**src/sv/cas_div.sv**
```systemverilog
// Pipelined multi-lane restoring divider with a shared sideband.
module cas_div #(
    parameter int LANES = 1,
    parameter int NW    = 8,
    parameter int DW    = 8,
    parameter int QW    = 8,
    parameter int STEP  = 4,
    parameter int SW    = 1
) (
    input  logic                         i_clk,
    input  logic                         i_rst_n,
    input  logic                         i_en,
    input  logic                         i_valid,
    input  logic [LANES-1:0][NW-1:0]     i_num,
    input  logic [LANES-1:0][DW-1:0]     i_den,
    input  logic [SW-1:0]                i_side,
    output logic                         o_valid,
    output logic [LANES-1:0][QW-1:0]     o_quot,
    output logic [SW-1:0]                o_side
);
    localparam int NS = (QW + STEP - 1) / STEP;
    localparam int WW = (NW > DW + QW) ? NW : DW + QW;

    logic [LANES-1:0][WW-1:0] w_rem_in [NS];
    logic [LANES-1:0][DW-1:0] w_den_in [NS];
    logic [LANES-1:0][QW-1:0] w_quo_in [NS];
    logic [SW-1:0]            w_side_in [NS];
    logic                     w_valid_in [NS];

    logic [LANES-1:0][WW-1:0] n_rem [NS];
    logic [LANES-1:0][QW-1:0] n_quo [NS];

    logic [LANES-1:0][WW-1:0] r_rem [NS];
    logic [LANES-1:0][DW-1:0] r_den [NS];
    logic [LANES-1:0][QW-1:0] r_quo [NS];
    logic [SW-1:0]            r_side [NS];
    logic                     r_valid [NS];

    genvar s, l;
    generate
        for (s = 0; s < NS; s++) begin : g_stage
            if (s == 0) begin : g_first
                for (l = 0; l < LANES; l++) begin : g_ln
                    assign w_rem_in[0][l] = WW'(i_num[l]);
                    assign w_quo_in[0][l] = '0;
                end
                assign w_den_in[0]   = i_den;
                assign w_side_in[0]  = i_side;
                assign w_valid_in[0] = i_valid;
            end else begin : g_next
                assign w_rem_in[s]   = r_rem[s-1];
                assign w_quo_in[s]   = r_quo[s-1];
                assign w_den_in[s]   = r_den[s-1];
                assign w_side_in[s]  = r_side[s-1];
                assign w_valid_in[s] = r_valid[s-1];
            end

            always_comb begin
                logic [WW-1:0] rem;
                logic [WW-1:0] trial;
                logic [QW-1:0] q;
                int            k;
                for (int ln = 0; ln < LANES; ln++) begin
                    rem = w_rem_in[s][ln];
                    q   = w_quo_in[s][ln];
                    for (int j = 0; j < STEP; j++) begin
                        k = QW - 1 - s * STEP - j;
                        if (k >= 0) begin
                            trial = WW'(w_den_in[s][ln]) << k;
                            if (rem >= trial) begin
                                rem  = rem - trial;
                                q[k] = 1'b1;
                            end
                        end
                    end
                    n_rem[s][ln] = rem;
                    n_quo[s][ln] = q;
                end
            end

            always_ff @(posedge i_clk) begin
                if (!i_rst_n) begin
                    r_valid[s] <= 1'b0;
                end else if (i_en) begin
                    r_valid[s] <= w_valid_in[s];
                end
                if (i_en) begin
                    r_rem[s]  <= n_rem[s];
                    r_quo[s]  <= n_quo[s];
                    r_den[s]  <= w_den_in[s];
                    r_side[s] <= w_side_in[s];
                end
            end
        end
    endgenerate

    assign o_valid = r_valid[NS-1];
    assign o_quot  = r_quo[NS-1];
    assign o_side  = r_side[NS-1];
endmodule

```
**config.mk**
```make
export PLATFORM = sky130hd
export DESIGN_NAME = cas_div
export DESIGN_NICKNAME = d
export VERILOG_FILES = /design/src/sv/cas_div.sv
export SDC_FILE = /design/constraint.sdc
export NUM_CORES = 1
export LEC_CHECK = 0
export BUFFER_PORTS_ARGS = -buffer_cell sky130_fd_sc_hd__buf_2
export CAP_MARGIN = 20
export CORE_MARGIN = 2
export CORE_UTILIZATION = 40
export DETAILED_ROUTE_END_ITERATION = 6
export PLACE_DENSITY_LB_ADDON = 0.08
export SLEW_MARGIN = 20
export SYNTH_ARGS = -nofsm -noshare
export SYNTH_HDL_FRONTEND = slang
export SYNTH_SLANG_ARGS = --single-unit
```
**constraint.sdc**
```tcl
create_clock -name i_clk -period 12 [get_ports i_clk]
set_input_delay 0.6 -clock i_clk [delete_from_list [all_inputs] [get_ports i_clk]]
set_output_delay 0.6 -clock i_clk [all_outputs]
set_load 0.03 [all_outputs]
```
* Yosys cells after proc, flatten, opt, wreduce, memory -nomap -nowiden
Memories as Yosys holds them, arrays and structs flattened. Cells that the tools add are included.
Word-level totals: output and inout port bits 10, word-level logic and storage cells 46, memories kept 5, register bits after elaboration 0, input bits 21, bits in writable memories 68
Operators by class: $add $sub $neg 8, order comparisons 8, bitwise logic cells 2, multiplexer cells 23
Memory list:
- r_rem | depth 2, bits a word 16, read ports 1, clocked after memory_dff 0, wr ports 2, line 33 | logic [LANES-1:0][WW-1:0] r_rem [NS];
- r_den | depth 2, bits a word 8, read ports 1, clocked after memory_dff 0, wr ports 2, line 34 | logic [LANES-1:0][DW-1:0] r_den [NS];
- r_quo | depth 2, bits a word 8, read ports 2, clocked after memory_dff 0, wr ports 2, line 35 | logic [LANES-1:0][QW-1:0] r_quo [NS];
- r_side | depth 2, bits a word 1, read ports 2, clocked after memory_dff 0, wr ports 2, line 36 | logic [SW-1:0] r_side [NS];
- r_valid | depth 2, bits a word 1, read ports 2, clocked after memory_dff 0, wr ports 2, line 37 | logic r_valid [NS];
Operators with widths (number):
- two-way mux 16 bit | 8
- greater-or-equal comparator 16 x 10 -> 1 bit | 1
- greater-or-equal comparator 16 x 11 -> 1 bit | 1
- greater-or-equal comparator 16 x 12 -> 1 bit | 1
- greater-or-equal comparator 16 x 13 -> 1 bit | 1
- greater-or-equal comparator 16 x 14 -> 1 bit | 1
- greater-or-equal comparator 16 x 8 -> 1 bit | 1
- greater-or-equal comparator 16 x 9 -> 1 bit | 1
- subtractor 16 x 10 -> 16 bit | 1
- subtractor 16 x 11 -> 16 bit | 1
- subtractor 16 x 12 -> 16 bit | 1
- subtractor 16 x 13 -> 16 bit | 1
- subtractor 16 x 14 -> 16 bit | 1
- subtractor 16 x 8 -> 16 bit | 1
- subtractor 16 x 9 -> 16 bit | 1
- subtractor 8 x 15 -> 16 bit | 1
- greater-or-equal comparator 8 x 15 -> 1 bit | 1
- two-way mux 1 bit | 15
- OR 1 bit | 2

* Logic depth before layout (Yosys ltp)
Gate-level depths: netlist (run 1). An unclocked memory read counts as a cell.
word-level depth 9, mapped depth 45, depth with buffers taken out 42

* Least setup slack after synthesis (run 1)
No wires, ideal clock.
kind flip-flop to flip-flop, start memory r_rem[0][9] in the netlist's numbering, end memory r_quo[0][8] in the netlist's numbering (data pin), required time 11733 ps, path buffers 3, data arrival time 8457 ps, period minus slack after synthesis 8725 ps, setup slack 3275 ps, cell stages (with the launch flop) 43, setup time 267 ps, cell sequence edfxtp_1 -> ha_1 -> buf_2 -> nand4b_1 -> or4_1 -> nand3_1 -> nor2_1 -> inv_1 -> clkbuf_1 -> nand2_1 -> o21ai_0 -> inv_1 -> ha_1 -> or2_2 -> a21oi_1 -> a21o_1 -> nand4_2 -> nor2_4 -> (+7 left out) -> o21a_1 -> o41ai_1 -> nor4b_1 -> a31oi_1 -> and4bb_2 -> buf_2 -> mux2i_1 -> ha_1 -> a21o_1 -> a21o_1 -> a21oi_1 -> nor2b_1 -> o21ai_0 -> a21oi_1 -> a2111oi_0 -> nand4b_1 -> o22ai_1 -> o211ai_1
RTL lines (line):
- from (decl) | 33
- to (decl) | 35

==> results.yml, run 1 <==
final_layout:
  antenna-diode-count: 0
  fillers: 1207
  layout_commonest_cell: "ha_1"
  layout.nets: 695
  area_growth_pct: 9.77
  drive_gt1_share_pct: 11.0
  layout_common_cells: "ha_1, a21oi_1, nand2_1"
clocking:
  ctsResizeCount: 0
  numCtsBuffers: 5
  clock-sinks: 40
  path_clk_slew_ns: 0.06
  cts_setup_buffers: 0
  cts_hold_buf: 0
  cts_tree: "done"
  cts_root_buf: "clkbuf_16"
  clockBufferDepth: 2
  htreeDepth: 2
  clk_latency_ns: 0.28
critical_path:
  reg2reg_from: "r_den[0][1]"
  crit_fanout: 13
  cpMostUsedCell: "ha_1"
  critPathMaxStageDelay_ns: 0.66
  cp.arrival_ns: 10.53
  crit_end: "r_quo[0][8]"
  worstReg2RegEnd: "r_quo[0][8]"
  cp_data_required_time_ns: 12.01
  startpoint: "r_den[0][1]"
  cp_slowest_cell: "a2111oi_0"
  reg2reg_slack_ns: 1.48
  endpoint_kind: "flop"
  reg2reg_depth: 40
  path_class: "flop to flop"
  start_kind: "flop"
die:
  num_rows: 40
  core_um2: 12100
  die_w_um: 115
  initial_core_util_pct: 41.1
  die_area_um2: 13300
  ios: 31
  die_h_um: 115
power_and_ir_drop:
  power_mw: 0.899
  power_switching_mw: 0.392
  swShare_pct: 43.6
  vdd_drop_max_uv: 72.2
  pwr-share-clk_pct: 16.9
  power_frac_seq_pct: 19.7
  p_int_mw: 0.508
  share_comb_of_total_power_pct: 63.4
  power_density_nw_per_um2: 165
  p_leak_nw: 2.35
detailed_routing:
  ant_nets: 0
  vias: 4294
  vias_per_cell: 5.51
  route.detailed.drc: 0
  firstDrtPassIters: 4
  drt_iter0_markers: 165
  wl_per_cell_um: 15.9
  drt_wl_total_mm: 12.4
sta:
  setup_tns_ns: 0
  finClkSkew_ns: 0.00599
  slew_headroom_pct: 40.7
  finalSetupViolations: 0
  fin_crit_sh_pct: 87.7
  rsz0062_at_grt: "no"
  finalMaxSlewViolations: 0
  fin_crit_ns: 10.52
  finalHoldViolCount: 0
  fin_ws_ns: 1.48
  worst_pin_slew_ns: 0.889
  clock.fmax_ghz: 0.0951
grt:
  overflow: 0
  grt_pass1_vias: 4234
  antenna_found_initial: 0
  grt_pass1_wl_mm: 20.3
  grt_max_degree: 42
  grt_usage_pct: 19.4
hold_path:
  hp-class: "flop to flop"
  hold_depth: 0
yosys:
  avgSynthCellArea_um2: 8.53
  synth-seq-area-share_pct: 24.0
  synth_edf_count: 39
  yosys_most_used_dff: "edfxtp_1"
  syn_inst: 581
  synth_seq_cells: 40
  synth_cell_types: 66
  syn-num-nets: 666
  syn_area_um2: 4950
  ys_warn_count: 0
  async_reset_ff_share_pct: 0
job:
  drv_cap: 0
run_status:
  status: "finished clean"
placement:
  hpwl_mm: 10.3
  io_buffers: 30
  gp_congestion: 0.919
  pre_cts_ws_ns: 1.58
-- stage by stage --
stage	std cells	instance area [µm²]	hold slack [ns]	utilization, %
4_1_cts	779	5440	0.425	45.1
3_5_place_dp	771	5270	0.411	43.7
6_report	779	5440	0.428	45.1
2_1_floorplan	581	4950	0.400	-
3_3_place_gp	771	5270	0.404	43.7
5_1_grt	779	5440	0.429	45.1
-- cell usage after synthesis (3+ instances only) --
master	instances	area share, %
mux2_2	7	1.6
nor3_1	13	1.3
fa_1	6	2.4
or2_2	4	0.50
or3_1	3	0.38
and2_1	8	1.0
nand3_1	7	0.71
o21ai_0	32	3.2
nor2_1	45	3.4
or4_1	5	0.76
nand2b_1	13	1.6
inv_1	45	3.4
o21a_1	11	1.7
ha_1	58	15
and3_1	11	1.4
nand4_1	11	1.4
nor2b_1	11	1.4
nand2_1	48	3.6
o21bai_1	4	0.61
o31a_1	3	0.53
o31ai_1	9	1.4
nor4_1	5	0.63
a2111oi_0	4	0.71
a21oi_1	49	4.9
a31oi_1	4	0.50
a211oi_1	3	0.45
xor2_1	14	2.5
mux2i_1	10	2.0
clkbuf_1	3	0.23
nand4b_1	4	0.71
o211ai_1	11	1.7
a21o_1	18	2.7
xnor2_1	19	3.4
mux2_4	5	1.5
edfxtp_1	39	24
-- logic make-up (layout without fill, tap and decap cells) --
group / count (synthesis) / count (layout) / synth area share, %
simple gates: 204 / 204 / 22.5
buf+inv: 55 / 85 / 4.57
fa+ha+maj: 64 / 64 / 17.1
compound gates: 163 / 163 / 20.9
mux: 22 / 22 / 5.13
flops: 40 / 40 / 24.0
xor+xnor: 33 / 33 / 5.83
-- worst min-delay path by stage --
| stage | endpoint | slack (ns) | from |
|---|---|---|---|
| finish | r_side[0][1] | 0.43 | r_side[0][0] |
| global route | r_side[0][1] | 0.43 | r_side[0][0] |
| CTS | r_side[0][1] | 0.42 | r_side[0][0] |
| detailed placement | r_side[0][1] | 0.41 | r_side[0][0] |
| global placement | r_side[0][1] | 0.40 | r_side[0][0] |
| floorplan | r_quo[0][12] | 0.40 | r_quo[0][4] |
-- registers in the layout (all words and copies together), names as in the netlist --
name	flops
r_rem	16
r_side	2
r_quo	12
r_den	8
r_valid	2
-- final cells by class --
class | count | area, µm² | share of cell area [%]
clock buffer | 5 | 125 | 2.30
clock inverter | 3 | 46.3 | 0.851
inverter | 47 | 179 | 3.29
multi-input combinational | 486 | 3540 | 65.0
sequential | 40 | 1190 | 21.9
tap | 168 | 210 | 3.86
timing repair buffer | 30 | 150 | 2.76
-- metal layers --
layer / GRT usage, % / wire, µm / vias to the layer above
met1: 23.0 / 5370 / 1986
met2: 35.4 / 6290 / 63
li1: - / - / 2218
met3: 1.90 / 264 / 27
met5: 0 / 0 / -
met4: 8.92 / 440 / 0
-- critical path: cells and delay by family, from the launching register on --
| family | cells | cell delay [ns] |
|---|---|---|
| compound gates | 16 | 3.93 |
| simple gates | 14 | 3.27 |
| fa+ha+maj | 4 | 1.23 |
| buf+inv | 4 | 0.74 |
| mux | 2 | 0.54 |
| flops | 1 | 0.52 |
-- power by group through the flow --
stage	clock network (mW)	registers, mW	logic, mW
after global routing	0.163	0.179	0.643
after global placement	0	0.181	0.555
after floorplan	0	0.182	0.445
after CTS	0.155	0.178	0.569
final	0.152	0.178	0.570
after detailed placement	0	0.181	0.565
No activity file was read; power rests on OpenSTA's default activity.
==> run 2: changes to the inputs <==
- CORE_UTILIZATION: 40 -> 50
==> run 2 against run 1 <==
Effect of this change: count of clock-buffer cells in the layout unchanged; worst hold slack got worse by 0.0030 ns; sequential share of layout area increased by 0.55 points; power decreased by 7.2%; critical path depth unchanged; clock power decreased by 44%; setup slack improved by 0.13 ns; clock skew increased by 0.0026 ns; non-clock buffer count unchanged; highest routed layer unchanged.
==> results.yml, run 2 (same netlist as run 1, synthesis figures left out) <==
grt:
  grt_max_degree: 42
  grt_pass1_vias: 4369
  antenna_found_initial: 0
  overflow: 0
  grt_usage_pct: 23.3
  grt_pass1_wl_mm: 20.4
detailed_routing:
  vias: 4383
  route.detailed.drc: 0
  ant_nets: 0
  firstDrtPassIters: 5
  vias_per_cell: 5.90
  wl_per_cell_um: 16.3
  drt_iter0_markers: 198
  drt_wl_total_mm: 12.1
clocking:
  cts_setup_buffers: 0
  numCtsBuffers: 5
  clock-sinks: 40
  ctsResizeCount: 0
  path_clk_slew_ns: 0.08
  cts_root_buf: "clkbuf_8"
  cts_hold_buf: 0
  htreeDepth: 2
  clk_latency_ns: 0.29
  cts_tree: "done"
  clockBufferDepth: 2
sta:
  finalSetupViolations: 0
  slew_headroom_pct: 41.4
  clock.fmax_ghz: 0.0962
  fin_crit_ns: 10.39
  rsz0062_at_grt: "no"
  finalMaxSlewViolations: 0
  finClkSkew_ns: 0.00861
  setup_tns_ns: 0
  fin_crit_sh_pct: 86.6
  worst_pin_slew_ns: 0.879
  finalHoldViolCount: 0
power_and_ir_drop:
  power_density_nw_per_um2: 157
  power_mw: 0.835
  power_switching_mw: 0.386
  share_comb_of_total_power_pct: 68.6
  p_leak_nw: 2.31
  swShare_pct: 46.3
  vdd_drop_max_uv: 86.7
  p_int_mw: 0.448
  pwr-share-clk_pct: 10.1
  power_frac_seq_pct: 21.3
final_layout:
  reg_top3: "r_rem: 16 flops, r_quo: 12 flops, r_den: 8 flops"
  fin_util_pct: 54.8
  largest_reg_flops: 16
  antenna-diode-count: 0
  layout.nets: 695
  area_growth_pct: 7.07
  drive_gt1_share_pct: 10.8
  layout_common_cells: "ha_1, a21oi_1, nand2_1"
  largest_register: "r_rem"
  layout_commonest_cell: "ha_1"
critical_path:
  endpoint_kind: "flop"
  cpMostUsedCell: "ha_1"
  cp.arrival_ns: 10.41
  path_class: "flop to flop"
  reg2reg_slack_ns: 1.61
  worstReg2RegEnd: "r_quo[0][8]"
  cp_slowest_cell: "or4_1"
  critPathMaxStageDelay_ns: 0.63
  start_kind: "flop"
  reg2reg_depth: 40
  cp_data_required_time_ns: 12.02
  crit_fanout: 13
  reg2reg_from: "r_den[0][6]"
hold_path:
  hp-class: "flop to flop"
  hold_depth: 0
  holdPathEnd: "r_quo[0][13]"
  holdCritStartpoint: "r_quo[0][5]"
die:
  ios: 31
  core_um2: 9680
  initial_core_util_pct: 51.2
  die_h_um: 104
  die_w_um: 104
  die_area_um2: 10700
  num_rows: 36
run_status:
  status: "finished clean"
job:
  drv_cap: 0
placement:
  io_buffers: 30
  hpwl_mm: 10.1
  gp_congestion: 0.919
-- run 2: cell types whose count changed in the layout (fill, tap and decap cells not counted), sizes merged --
cell / before / now
inv: 48 / 47
clkinv: 0 / 1
bufinv: 1 / 0
-- run 2: metrics by stage --
stage | instance area, µm² | hold slack, ns | worst slack [ns] | instances
after floorplan | 4950 | 0.400 | 3.28 | 581
after global placement | 5220 | 0.402 | 1.73 | 736
after detailed placement | 5220 | 0.408 | 1.64 | 736
after CTS | 5310 | 0.426 | 1.62 | 743
after global routing | 5310 | 0.432 | 0.495 | 743
final | 5310 | 0.425 | 1.61 | 743
-- run 2: cell type report --
type / count / area, µm²
Sequential cell: 40 / 1190
Tap cell: 133 / 166
Timing Repair Buffer: 30 / 150
Multi-Input combinational cell: 486 / 3540
Clock buffer: 5 / 68.8
Inverter: 47 / 179
Fill cell: 948 / 4380
Clock inverter: 2 / 12.5
-- run 2: how the worst max path moves through the flow --
stage,cells after the start,slack (ns),to,start
3_5_place_dp,40,1.64,r_quo[0][8],r_den[0][6]
6_report,40,1.61,r_quo[0][8],r_den[0][6]
4_1_cts,40,1.62,r_quo[0][8],r_den[0][1]
3_3_place_gp,40,1.73,r_quo[0][8],r_den[0][6]
5_1_grt,40,0.50,r_quo[0][8],r_den[0][6]
2_1_floorplan,42,3.28,r_quo[0][8],r_rem[0][9]
-- run 2: critical path, delay by kind of cell, from the launching register on --
kind / cells / cell delay, ns
AO/OA/AOI/OAI: 16 / 3.73
adder cells (fa/ha/maj): 4 / 1.33
buffers and inverters: 4 / 0.67
flip-flops: 1 / 0.33
multiplexers: 2 / 0.54
AND/OR/NAND/NOR: 14 / 3.51
-- run 2: metal layers --
metal | wire [µm] | up-vias | global-route usage, %
met4 | 471 | 0 | 11.1
li1 | - | 2216 | -
met3 | 291 | 30 | 1.83
met2 | 6300 | 80 | 44.4
met5 | 0 | - | 0
met1 | 5070 | 2057 | 26.0
-- run 2: power by group through the flow --
stage | Combinational, mW | Clock [mW] | Sequential, mW
floorplan | 0.445 | 0 | 0.182
finish | 0.572 | 0.0847 | 0.178
global route | 0.642 | 0.0931 | 0.179
CTS | 0.569 | 0.0880 | 0.178
global placement | 0.553 | 0 | 0.181
detailed placement | 0.566 | 0 | 0.181
==> run 3: changes to the inputs <==
- CTS_CLUSTER_SIZE: default -> 25
- GPL_TIMING_DRIVEN: default -> 0
==> run 3 against run 2 <==
Effect of this change: register-to-register slack got worse by 0.15 ns; clock skew down 0.0034 ns; die area is the same; worst hold slack better by 0.00079 ns; cell area up 1.6%; flip-flop and latch count did not move; combinational power shrank 2%; utilization grew 0.85 points; critical path depth up 2; clock power grew 35%; global-route usage down 0.72 points.
==> results.yml, run 3 (same netlist as run 1, synthesis figures left out) <==
critical_path:
  reg2reg_from: "r_den[0][7]"
  cp.arrival_ns: 10.58
  cp_data_required_time_ns: 12.03
  reg2reg_depth: 42
  critPathMaxStageDelay_ns: 0.63
  cpMostUsedCell: "ha_1"
  worstReg2RegEnd: "r_quo[0][8]"
  endpoint_kind: "flop"
  start_kind: "flop"
  cp_slowest_cell: "or4_1"
  path_class: "flop to flop"
  crit_fanout: 10
  reg2reg_slack_ns: 1.45
sta:
  slew_headroom_pct: 38.0
  fin_crit_ns: 10.55
  finalMaxSlewViolations: 0
  finalHoldViolCount: 0
  fin_ws_ns: 1.45
  finalSetupViolations: 0
  worst_pin_slew_ns: 0.907
  clock.fmax_ghz: 0.0948
  fin_crit_sh_pct: 87.9
  finClkSkew_ns: 0.00525
  rsz0062_at_grt: "no"
  setup_tns_ns: 0
  whs_ns: 0.426
final_layout:
  layout_common_cells: "ha_1, a21oi_1, nand2_1"
  largest_reg_flops: 16
  fin_util_pct: 55.6
  area_growth_pct: 8.74
  drive_gt1_share_pct: 11.5
  layout_commonest_cell: "ha_1"
  layout.nets: 703
  antenna-diode-count: 0
  reg_top3: "r_rem: 16 flops, r_quo: 12 flops, r_den: 8 flops"
  largest_register: "r_rem"
power_and_ir_drop:
  power_density_nw_per_um2: 158
  p_leak_nw: 2.36
  vdd_drop_max_uv: 82.7
detailed_routing:
  firstDrtPassIters: 5
  wl_per_cell_um: 15.6
  drt_iter0_markers: 159
  route.detailed.drc: 0
  ant_nets: 0
  drt_wl_total_mm: 11.7
  vias_per_cell: 5.75
  vias: 4327
hold_path:
  hp-class: "flop to flop"
  holdPathEnd: "r_quo[0][12]"
  holdCritStartpoint: "r_quo[0][4]"
  hold_depth: 0
die:
  die_h_um: 104
  num_rows: 36
  core_um2: 9680
  ios: 31
  die_w_um: 104
  initial_core_util_pct: 51.2
  die_area_um2: 10700
placement:
  hpwl_mm: 9.76
  pre_cts_ws_ns: 1.48
  gp_congestion: 0.895
  io_buffers: 30
clocking:
  ctsResizeCount: 0
  clockBufferDepth: 2
  cts_tree: "done"
  path_clk_slew_ns: 0.09
  htreeDepth: 2
  cts_root_buf: "clkbuf_8"
  numCtsBuffers: 5
  cts_hold_buf: 0
  clk_latency_ns: 0.29
  cts_setup_buffers: 0
  clock-sinks: 40
grt:
  grt_max_degree: 42
  antenna_found_initial: 0
  grt_pass1_vias: 4308
  overflow: 0
  grt_usage_pct: 22.6
  grt_pass1_wl_mm: 19.9
run_status:
  status: "finished clean"
job:
  drv_cap: 0
run 3: changes by cell type in the layout (fill, tap and decap cells not counted), sizes merged:
cell	change
buf	+5
clkbuf	+3
bufinv	+1
clkinv	+1
clkinvlp	-1
run 3: critical path: cells and delay by family, from the launching register on:
kind	cells	cell delay [ns]
adders and majority gates	4	1.31
DFF	1	0.34
muxes	2	0.52
and+or+nand+nor	14	3.32
AOI/OAI and AO/OA	16	3.69
buffers and inverters	6	1.08
run 3: area by class of cell:
cell class | instances | area, µm²
Tap cell | 133 | 166
Fill cell | 915 | 4300
Inverter | 47 | 179
Clock buffer | 5 | 68.8
Buffer | 8 | 47.5
Clock inverter | 3 | 47.5
Timing Repair Buffer | 30 | 150
Sequential cell | 40 | 1190
Multi-Input combinational cell | 486 | 3540
run 3: metal layers:
metal	part of all wire, %	global-route usage, %	routed length (µm)
met3	2.5	1.45	299
met2	55	45.4	6510
met5	0	0	0
met4	0.93	5.21	109
met1	41	25.8	4810
run 3: per-stage QoR:
step	cells	instance area, µm²	power [mW]
after global routing	752	5390	0.940
after CTS	752	5390	0.856
after global placement	744	5270	0.727
after detailed placement	744	5270	0.739
final	752	5390	0.854
after floorplan	581	4950	0.627
run 3: power by group:
part,internal (mW),switching (mW)
Clock,0.0627,0.0515
Combinational,0.240,0.322
Sequential,0.170,0.00719
run 3: how the worst max path moves through the flow:
stage | slack (ns) | endpoint | from | depth (start not counted)
final | 1.45 | r_quo[0][8] | r_den[0][7] | 42
after global routing | 0.25 | r_quo[0][8] | r_den[0][7] | 42
after CTS | 1.42 | r_quo[0][8] | r_den[0][7] | 42
after detailed placement | 1.48 | r_quo[0][8] | r_den[0][7] | 42
after global placement | 1.61 | r_quo[0][8] | r_den[0][7] | 42
after floorplan | 3.28 | r_quo[0][8] | r_rem[0][9] | 42
